File: config.mk
export PLATFORM = sky130hd
export DESIGN_NAME = variable_width_bit_packer
export DESIGN_NICKNAME = d
export VERILOG_FILES = /design/src/rtl/vwbp_pkg.sv /design/src/rtl/vwbp_front.sv /design/src/rtl/vwbp_queue.sv /design/src/rtl/vwbp_back.sv /design/src/rtl/variable_width_bit_packer.sv
export SDC_FILE = /design/constraint.sdc
export NUM_CORES = 1
export LEC_CHECK = 0
export ABC_AREA = 1
export ABC_CLOCK_PERIOD_IN_PS = 9100
export BUFFER_PORTS_ARGS = -buffer_cell sky130_fd_sc_hd__buf_4
export CAP_MARGIN = 20
export CORE_MARGIN = 10
export CORE_UTILIZATION = 45
export DETAILED_ROUTE_END_ITERATION = 16
export PLACE_DENSITY_LB_ADDON = 0.3
export REMOVE_ABC_BUFFERS = 1
export SETUP_SLACK_MARGIN = 0.15
export SLEW_MARGIN = 30
export SYNTH_ARGS = -nofsm -noshare
export SYNTH_HDL_FRONTEND = slang
export SYNTH_SLANG_ARGS = --single-unit
File: constraint.sdc
create_clock -name clock -period 9.1 [get_ports clock]
set_input_delay 1.82 -clock clock [delete_from_list [all_inputs] [get_ports clock]]
set_output_delay 1.82 -clock clock [all_outputs]
set_load 0.01 [all_outputs]
File: src/rtl/vwbp_pkg.sv
// shared types, constants and helpers of the variable width bit packer
package vwbp_pkg;

   localparam int BYTE_BITS   = 8;
   localparam int COUNT_BITS  = 16;
   localparam int WIDTH_BITS  = 4;
   localparam int QUEUE_DEPTH = 2;
   localparam int QPTR_BITS   = $clog2(QUEUE_DEPTH);
   localparam int QCNT_BITS   = $clog2(QUEUE_DEPTH + 1);

   localparam logic [COUNT_BITS-1:0] CAPACITY_RESET = 16'd64;
   localparam logic [COUNT_BITS-1:0] COUNT_MAX      = 16'hFFFF;

   // one request: a field and its flush flag
   typedef struct packed {
      logic [BYTE_BITS-1:0]  field_value;
      logic [WIDTH_BITS-1:0] bit_count;
      logic                  last;
   } req_type;

   // one result
   typedef struct packed {
      logic                  byte_valid;
      logic [BYTE_BITS-1:0]  out_byte;
      logic [COUNT_BITS-1:0] bytes_so_far;
      logic                  overflow;
      logic                  bad_width;
      logic                  run_end;
   } rsp_type;

   // results of one request, as queued between front and back
   typedef struct packed {
      logic    two;
      rsp_type first_rsp;
      rsp_type second_rsp;
   } entry_type;

   // byte counter step, holds at full scale
   function automatic logic [COUNT_BITS-1:0] sat_inc(input logic [COUNT_BITS-1:0] count);
      sat_inc = (count == COUNT_MAX) ? count : count + 1'b1;
   endfunction

endpackage

File: src/rtl/vwbp_front.sv
// front end: takes requests, packs bits into the pending byte, builds result entries
module vwbp_front (
   input  logic                              clock,
   input  logic                              reset,
   input  logic                              req_valid,
   output logic                              req_ready,
   input  vwbp_pkg::req_type                 req_data,
   input  logic                              csr_write_enable,
   input  logic [vwbp_pkg::COUNT_BITS-1:0]   csr_write_data,
   input  logic                              queue_full,
   output logic                              push,
   output vwbp_pkg::entry_type               push_entry
);
   import vwbp_pkg::*;

   logic [BYTE_BITS-1:0]  partial_ff, partial_in;
   logic [2:0]            filled_ff, filled_in;
   logic [COUNT_BITS-1:0] total_ff, total_in;
   logic [COUNT_BITS-1:0] capacity_ff, capacity_in;

   logic                  accept;
   logic                  bad;
   logic [3:0]            room, take, rest;
   logic [BYTE_BITS-1:0]  low, high, merged;
   logic                  complete, flush;
   logic [BYTE_BITS-1:0]  partial_1;
   logic [2:0]            filled_1;
   logic [COUNT_BITS-1:0] total_1, total_2;
   rsp_type               rsp_full, rsp_flush, rsp_bad;

   assign req_ready = !queue_full;
   assign accept    = req_valid && req_ready;

   // classify the width and split the field at the byte boundary
   always_comb begin
      bad    = !(req_data.bit_count inside {[4'd1:4'd8]});
      room   = 4'd8 - {1'b0, filled_ff};
      take   = (req_data.bit_count > room) ? room : req_data.bit_count;
      rest   = req_data.bit_count - take;
      low    = req_data.field_value & (8'hFF >> (4'd8 - take));
      high   = (req_data.field_value >> take) & (8'hFF >> (4'd8 - rest));
      merged = partial_ff | (low << (room - take));
   end

   // state after the field, then after an optional flush
   always_comb begin
      complete  = !bad && (take == room);
      partial_1 = partial_ff;
      filled_1  = filled_ff;
      total_1   = total_ff;
      if (complete) begin
         partial_1 = high << (4'd8 - rest);
         filled_1  = rest[2:0];
         total_1   = sat_inc(total_ff);
      end else if (!bad) begin
         partial_1 = merged;
         filled_1  = filled_ff + take[2:0];
      end
      flush   = req_data.last && (filled_1 != 3'd0);
      total_2 = flush ? sat_inc(total_1) : total_1;
   end

   // the three kinds of result
   always_comb begin
      rsp_full.byte_valid   = 1'b1;
      rsp_full.out_byte     = merged;
      rsp_full.bytes_so_far = total_1;
      rsp_full.overflow     = ({1'b0, total_1} + 17'(filled_1 != 3'd0)) > {1'b0, capacity_ff};
      rsp_full.bad_width    = bad;
      rsp_full.run_end      = !flush;

      rsp_flush.byte_valid   = 1'b1;
      rsp_flush.out_byte     = partial_1;
      rsp_flush.bytes_so_far = total_2;
      rsp_flush.overflow     = total_2 > capacity_ff;
      rsp_flush.bad_width    = bad;
      rsp_flush.run_end      = 1'b1;

      rsp_bad.byte_valid   = 1'b0;
      rsp_bad.out_byte     = '0;
      rsp_bad.bytes_so_far = total_ff;
      rsp_bad.overflow     = ({1'b0, total_ff} + 17'(filled_ff != 3'd0)) > {1'b0, capacity_ff};
      rsp_bad.bad_width    = 1'b1;
      rsp_bad.run_end      = 1'b1;
   end

   // queue entry for this request
   always_comb begin
      push                  = accept && (complete || flush || bad);
      push_entry.two        = complete && flush;
      push_entry.first_rsp  = complete ? rsp_full : (flush ? rsp_flush : rsp_bad);
      push_entry.second_rsp = rsp_flush;
   end

   // next state
   always_comb begin
      partial_in  = partial_ff;
      filled_in   = filled_ff;
      total_in    = total_ff;
      capacity_in = csr_write_enable ? csr_write_data : capacity_ff;
      if (accept) begin
         partial_in = flush ? '0 : partial_1;
         filled_in  = flush ? 3'd0 : filled_1;
         total_in   = total_2;
      end
   end

   // state registers
   always_ff @(posedge clock) begin
      if (reset) begin
         partial_ff  <= '0;
         filled_ff   <= '0;
         total_ff    <= '0;
         capacity_ff <= CAPACITY_RESET;
      end else begin
         partial_ff  <= partial_in;
         filled_ff   <= filled_in;
         total_ff    <= total_in;
         capacity_ff <= capacity_in;
      end
   end

endmodule

File: src/rtl/vwbp_queue.sv
// short queue of result entries between front and back
module vwbp_queue (
   input  logic                  clock,
   input  logic                  reset,
   input  logic                  push,
   input  vwbp_pkg::entry_type   push_entry,
   input  logic                  pop,
   output logic                  full,
   output logic                  not_empty,
   output vwbp_pkg::entry_type   head
);
   import vwbp_pkg::*;

   entry_type            mem_ff [QUEUE_DEPTH];
   logic [QPTR_BITS-1:0] wr_ptr_ff, wr_ptr_in;
   logic [QPTR_BITS-1:0] rd_ptr_ff, rd_ptr_in;
   logic [QCNT_BITS-1:0] count_ff, count_in;

   assign full      = (count_ff == QCNT_BITS'(QUEUE_DEPTH));
   assign not_empty = (count_ff != '0);
   assign head      = mem_ff[rd_ptr_ff];

   // pointer and fill count update
   always_comb begin
      wr_ptr_in = wr_ptr_ff;
      rd_ptr_in = rd_ptr_ff;
      count_in  = count_ff;
      if (push) begin
         wr_ptr_in = (wr_ptr_ff == QPTR_BITS'(QUEUE_DEPTH - 1)) ? '0 : wr_ptr_ff + 1'b1;
      end
      if (pop) begin
         rd_ptr_in = (rd_ptr_ff == QPTR_BITS'(QUEUE_DEPTH - 1)) ? '0 : rd_ptr_ff + 1'b1;
      end
      if (push && !pop) begin
         count_in = count_ff + 1'b1;
      end else if (pop && !push) begin
         count_in = count_ff - 1'b1;
      end
   end

   // control registers
   always_ff @(posedge clock) begin
      if (reset) begin
         wr_ptr_ff <= '0;
         rd_ptr_ff <= '0;
         count_ff  <= '0;
      end else begin
         wr_ptr_ff <= wr_ptr_in;
         rd_ptr_ff <= rd_ptr_in;
         count_ff  <= count_in;
      end
   end

   // entry storage
   always_ff @(posedge clock) begin
      if (push) begin
         mem_ff[wr_ptr_ff] <= push_entry;
      end
   end

`ifndef SYNTHESIS
   a_no_push_full: assert property (@(posedge clock) disable iff (reset)
      push |-> !full) else $error("queue push while full");
   a_no_pop_empty: assert property (@(posedge clock) disable iff (reset)
      pop |-> not_empty) else $error("queue pop while empty");
   a_count_range: assert property (@(posedge clock) disable iff (reset)
      count_ff <= QCNT_BITS'(QUEUE_DEPTH)) else $error("queue count out of range");
   a_count_grows: assert property (@(posedge clock) disable iff (reset)
      push && !pop |=> count_ff == $past(count_ff) + 1'b1)
      else $error("queue count did not grow on push");
`endif

endmodule

File: src/rtl/vwbp_back.sv
// back end: hands out the one or two results of each queued entry
module vwbp_back (
   input  logic                  clock,
   input  logic                  reset,
   input  logic                  not_empty,
   input  vwbp_pkg::entry_type   head,
   output logic                  pop,
   output logic                  rsp_valid,
   input  logic                  rsp_ready,
   output vwbp_pkg::rsp_type     rsp_data
);
   import vwbp_pkg::*;

   logic sel_ff, sel_in;
   logic done_entry;
   logic accept;

   // pick the current result of the head entry
   always_comb begin
      rsp_valid  = not_empty;
      rsp_data   = sel_ff ? head.second_rsp : head.first_rsp;
      accept     = rsp_valid && rsp_ready;
      done_entry = !head.two || sel_ff;
      pop        = accept && done_entry;
      sel_in     = sel_ff;
      if (accept) begin
         sel_in = !done_entry;
      end
   end

   // result select
   always_ff @(posedge clock) begin
      if (reset) begin
         sel_ff <= 1'b0;
      end else begin
         sel_ff <= sel_in;
      end
   end

endmodule

File: src/rtl/variable_width_bit_packer.sv
// top level of the variable width bit packer
//
//   channel   direction  handshake               payload
//   req       in         req_valid / req_ready   req_data  (vwbp_pkg::req_type)
//   rsp       out        rsp_valid / rsp_ready   rsp_data  (vwbp_pkg::rsp_type)
//   csr       in         csr_write_enable        csr_write_data (capacity_bytes)
//
// one request per cycle while the queue has room; a request that yields two results
// holds the back end for both, so the rate is set by results: one result per cycle
// at the rsp port while rsp_ready is high; results reach rsp through a two-entry queue
// reset is synchronous; capacity_bytes comes back as 64 and all packing state clears
// req_ready falls only when the queue is full, so rsp stalls reach req after two entries
module variable_width_bit_packer (
   input  logic                              clock,
   input  logic                              reset,
   input  logic                              req_valid,
   output logic                              req_ready,
   input  vwbp_pkg::req_type                 req_data,
   output logic                              rsp_valid,
   input  logic                              rsp_ready,
   output vwbp_pkg::rsp_type                 rsp_data,
   input  logic                              csr_write_enable,
   input  logic [vwbp_pkg::COUNT_BITS-1:0]   csr_write_data
);
   import vwbp_pkg::*;

   logic      push, pop, full, not_empty;
   entry_type push_entry, head;

   // packing and classification
   vwbp_front u_front (
      .clock            (clock),
      .reset            (reset),
      .req_valid        (req_valid),
      .req_ready        (req_ready),
      .req_data         (req_data),
      .csr_write_enable (csr_write_enable),
      .csr_write_data   (csr_write_data),
      .queue_full       (full),
      .push             (push),
      .push_entry       (push_entry)
   );

   // decoupling queue
   vwbp_queue u_queue (
      .clock      (clock),
      .reset      (reset),
      .push       (push),
      .push_entry (push_entry),
      .pop        (pop),
      .full       (full),
      .not_empty  (not_empty),
      .head       (head)
   );

   // result delivery
   vwbp_back u_back (
      .clock     (clock),
      .reset     (reset),
      .not_empty (not_empty),
      .head      (head),
      .pop       (pop),
      .rsp_valid (rsp_valid),
      .rsp_ready (rsp_ready),
      .rsp_data  (rsp_data)
   );

endmodule

Word-level counts from Yosys, hierarchy flattened
Memory sizes are Yosys's and may differ from the RTL's. A register that Yosys moved wholly into a read port is not among the register bits.
Index checks and enable logic that the tools add are counted.

cells by class
  muxes and demuxes = 22
  shift-type cells = 5
  multiply operators = 0
  bitwise logic cells = 3
  reductions and logical operators = 24
  order comparisons = 6
  equality and inequality tests = 4
  add/sub/neg operators = 14
  divide/modulo/power cells = 0

operators by type and width
  kind                     number
  $mux W28                 3
  $mux W16                 4
  $add A16 B1 Y17          2
  $gt A17 B16 Y1           2
  $add A16 B1 Y16 const B  2
  $eq A16 B16 Y1 const B   2
  $mux W8                  3
  $and A8 B8 Y8            2
  $gt A16 B16 Y1           1
  $shl A8 B4 Y8            2
  $shr A8 B4 Y8 const A    2
  $logic_and A1 B1 Y1      10
  $mux W3                  3
  $or A8 B8 Y8             1
  $shr A8 B4 Y8            1
  $sub A4 B4 Y4            2
  $sub A4 B4 Y4 const A    2
  $logic_not A1 Y1         7
  $mux W1                  6
  $reduce_bool A3 Y1       2
  $eq A4 B4 Y1             1
  $ge A4 B1 Y1 const B     1
  $gt A4 B4 Y1             1
  $le A4 B4 Y1 const B     1
  other kinds (10)         15

storage, ports and cells
  memory bits (writable) = 110
  bits in registers = 48
  memories = 1
  latch bits = 0
  output and inout port bits = 30
  logic and storage cells = 87
  bits of input ports = 34
  bits in read-only memories = 0

memories
  memory          depth  width  read ports  clocked after Yosys merged registers in  write ports  line              source
  u_queue.mem_ff  2      55     1           1                                        1            vwbp_queue.sv:14  entry_type mem_ff [QUEUE_DEPTH];

Longest topological paths before layout
  word-level depth = 15
  depth in mapped cells = 48
  gate-level depth less buffers = 46

Hierarchy
From an unflattened synthesis, not the netlist that was laid out.

unflattened totals
  cell total of the unflattened synthesis = 1458
  area total of the unflattened synthesis = 11676.2 µm²

by module, submodules not included
  module      times used  sequential area each (µm²)  cells each  area an instance (µm²)
  vwbp_front  1           860.8                       1149        6791.5
  vwbp_queue  1           3523.4                      210         4459.3
  vwbp_back   1           20.0                        99          425.4

Worst setup path after synthesis
No wires, ideal clock.

  path type = input to register
  start = in req_data[4] in the netlist's numbering
  end = mem u_queue.mem_ff[0][0] in the netlist's numbering (enable)
  arrival = 6.811 ns
  setup time = 0.468 ns
  required time = 8.632 ns
  path buffers = 4
  cell stages on the path = 25
  setup slack = 1.821 ns
  cells stage by stage = ha_1 > inv_1 > nor2_2 > nand3_2 > nand2_4 > buf_6 > nand2_1 > nand2_2 > inv_1 > ha_1 > buf_2 > nand3_2 > inv_2 > nand2_4 > buf_6 > buf_6 > nand2_1 > o21ai_2 > nand2_2 > nand2_4 > nand2_4 > inv_2 > nand2_1 > nand2_1 > nor2_1

on the way
  longest elaborated chain between the ends = 12
  elaborated cells on any way between the ends = 19
  those cells by class = 2 x add/sub; 3 x order compare; 1 x eq/ne; 5 x mux; 8 x reduce/logical

ends and longest elaborated chain
  item                                            line                                source
  start: declaration                              variable_width_bit_packer.sv:18     input vwbp_pkg::req_type req_data,
  $gt A4 B4 Y1                                    vwbp_front.sv:38                    take = (req_data.bit_count > room) ? room : req_data.bit_count;
  $mux W4                                         vwbp_front.sv:38
  $add A3 B3 Y3 or $eq A4 B4 Y1 (tied branches)   vwbp_front.sv:57, vwbp_front.sv:47
  $mux W3 or $logic_and A1 B1 Y1 (tied branches)  vwbp_front.sv:55, vwbp_front.sv:47
  $mux W3                                         vwbp_front.sv:51                    if (complete) begin
  $reduce_bool A3 Y1                              vwbp_front.sv:59                    flush = req_data.last && (filled_1 != 3'd0);
  $logic_and A1 B1 Y1                             vwbp_front.sv:59
  $logic_or A1 B1 Y1                              vwbp_front.sv:89                    push = accept && (complete || flush || bad);
  $logic_or A1 B1 Y1 (*)                          vwbp_front.sv:89
  $logic_and A1 B1 Y1 (*)                         vwbp_front.sv:89
  $mux W1 (*)                                     vwbp_queue.sv:56                    if (push) begin
  $mux W1 (implied by the code) (*)               vwbp_queue.sv:57                    mem_ff[wr_ptr_ff] <= push_entry;
  end: declaration                                vwbp_queue.sv:14

Every way passes the cells marked *; elsewhere a longest branch is shown, timed or not.

==> out/metrics.yaml <==
status:
  outcome: "finished clean"
synthesis:
  synthTopCellsByArea: "edfxtp_1, nand2_1, dfxtp_1"
  syn_area_um2: 11200
  ys_seq_area_share_pct: 38.2
  avgSynthCellArea_um2: 7.77
  yosysMostFrequentCell: "nand2_1"
  yosys.area.top_type: "edfxtp_1"
  netlist_top_cells_count: "nand2_1, inv_1, nor2_1"
  synth_ff_type: "edfxtp_1"
  yosysUniqueCellTypes: 47
  synthCells: 1442
  synth_seq_cells: 159
  synth-async-reset-ratio_pct: 0
  yosysWarnings: 0
  synth_edf_count: 110
  yosysTopAreaCellShare_pct: 29.5
route:
  drc: 0
  drtIter0Drc: 1118
  postRouteAntennaNets: 0
  vias: 9845
  wl_um: 32500
  routedWlPerCell_um: 18.0
  first_pass_iters: 6
  via_per_inst: 5.43
worst_setup_path:
  r2r.worst_path.cells: 42
  endpoint_kind: "register"
  timing.critical_path.mode_cell: "nand2_1"
  worstReg2RegEnd: "u_queue.mem_ff[1][28]"
  startpoint_type: "primary input"
  critPathSlowestCell: "nand2_4"
  cp_max_fo: 51
  arrival_ps: 7890
  rrSetupSlack_ps: 1840
  crit_required_ps: 9380
  regToRegStartpoint: "u_front.filled_ff[0]"
  path_class: "in2reg"
  critical-path-max-stage-delay_ps: 490
finish:
  post_route_cells_drive_above_1_share_pct: 13.6
  nets: 1584
  diodes: 0
  syn_to_final_growth_pct: 10.8
floorplan:
  die_h_um: 178
  fp.dieArea_um2: 31600
  die_w_um: 178
  coreArea_um2: 24400
  pin_count: 64
  num_rows: 57
  initial_utilization_pct: 45.9
place:
  portBuffers: 63
  dp_hpwl_um: 24200
  place.gp.congestion: 0.942
clock_network:
  cts_max_path_buffers: 2
  cts_setup_buffers: 0
  clkLatencyLatePin_ps: 430
  root_buffer: "clkbuf_16"
  path_clk_slew_ps: 70
  ctsHoldBuffers: 0
  clock-sinks: 159
  cts.repair.resized: 0
  htree_levels: 4
  cts_buffers: 17
  cts_tree: "done"
grt:
  overflow: 0
  track_usage_pct: 20.2
  grt_pass1_wl_um: 50600
  grt_max_degree: 56
  grt_antenna_before_repair: 0
  grt_pass1_vias: 9041
timing:
  slew_headroom_pct: 41.4
  drv_slew: 0
  hold_slack_ps: 459
  tightest_slew_ps: 877
  fmax_mhz: 131
  period_share_pct: 83.6
  clock_skew_ps: 14.7
  fin_crit_ps: 7610
  rsz0062_at_grt: "no"
  hold_violations: 0
  setup-violations-final: 0
  tns_ps: 0
job:
  maxCapViolCount: 0
min_path:
  hold_depth: 1
  hp-start: "u_queue.rd_ptr_ff"
  hold_path_class: "reg2reg"
[per-layer routing]
metal	track usage (%)	vias to the layer above	wire (µm)
met1	30.3	4549	16100
met3	3.19	35	2300
met5	0	-	0
met4	4.48	0	363
met2	29.9	343	13800
li1	-	4918	-
[area by class of cell]
type / count / area (µm²)
sequential: 159 / 4280
clock inverter: 14 / 149
fill: 2441 / 12000
tap: 324 / 405
timing repair buffer: 70 / 526
multi-input combinational: 1054 / 5970
inverter: 173 / 649
clock buffer: 18 / 429
[state kept, by name, indices dropped and copies added, names as in the netlist, named ones only]
signal	cells
u_queue.mem_ff	110
u_front.capacity_ff	16
u_front.total_ff	16
u_front.partial_ff	8
u_front.filled_ff	3
u_queue.count_ff	2
u_back.sel_ff	1
u_queue.rd_ptr_ff	1
u_queue.wr_ptr_ff	1
[cell families after synthesis]
kind of cell / after synthesis / share of synthesized area [%]
AO/OA/AOI/OAI: 297 / 15.2
XOR/XNOR: 47 / 3.67
adder cells (fa/ha/maj): 75 / 8.51
buffers and inverters: 229 / 8.57
flip-flops: 159 / 38.2
AND/OR/NAND/NOR: 635 / 25.8
[layout by cell type (no fill, tap or decap), types with 3 or more instances in the layout]
cell type | netlist | routed
o21ai_1 | 17 | 17
o21ai_0 | 104 | 104
nand2_4 | 6 | 6
nand3_1 | 94 | 94
nand3_2 | 15 | 15
nand3b_1 | 5 | 5
xor2_1 | 46 | 46
o21ai_2 | 12 | 12
inv_2 | 10 | 14
nand2_1 | 289 | 289
nand4_1 | 22 | 22
nor2_4 | 4 | 5
edfxtp_1 | 110 | 110
clkinvlp_4 | 0 | 3
inv_8 | 0 | 6
o22ai_1 | 41 | 41
dfxtp_1 | 49 | 49
nor4_1 | 3 | 3
a22oi_1 | 3 | 3
ha_1 | 73 | 73
o211ai_1 | 6 | 6
nor3_1 | 7 | 7
nor2_2 | 14 | 14
a21oi_1 | 84 | 84
a21o_1 | 4 | 4
inv_1 | 162 | 158
nand2_2 | 27 | 27
buf_4 | 2 | 70
o21bai_1 | 15 | 15
nor2_1 | 145 | 144
clkbuf_16 | 0 | 17
[critical path: cells and delay by family]
kind / cells / cell delay, ps
buf+inv: 8 / 800
simple gates: 19 / 2720
fa+ha+maj: 4 / 1260
compound gates: 7 / 1100
xor+xnor: 1 / 170
[how the worst max path moves through the flow]
stage	startpoint	end	slack (ps)	depth (start not counted)
global placement	req_data[4]	u_queue.mem_ff[0][28]	1460	41
detailed placement	req_data[4]	u_queue.mem_ff[1][28]	1210	33
floorplan	req_data[4]	u_queue.mem_ff[0][0]	1470	22
CTS	req_data[4]	u_queue.mem_ff[0][28]	1620	39
finish	req_data[4]	u_queue.mem_ff[1][28]	1490	39
global route	req_data[4]	u_queue.mem_ff[1][28]	930	39
[per-stage QoR]
step / instance area, µm² / setup WS, ps / util, % / instances
after floorplan: 10900 / 1470 / - / 1386
after global placement: 11800 / 1460 / 48.5 / 1780
after detailed placement: 11800 / 1210 / 48.5 / 1780
after CTS: 12400 / 1620 / 50.9 / 1812
after global routing: 12400 / 928 / 50.9 / 1812
final: 12400 / 1490 / 50.9 / 1812
Power is left out: the tool's default activity adds up to more than one toggle a clock period on the data nets, which glitch-free logic cannot reach.
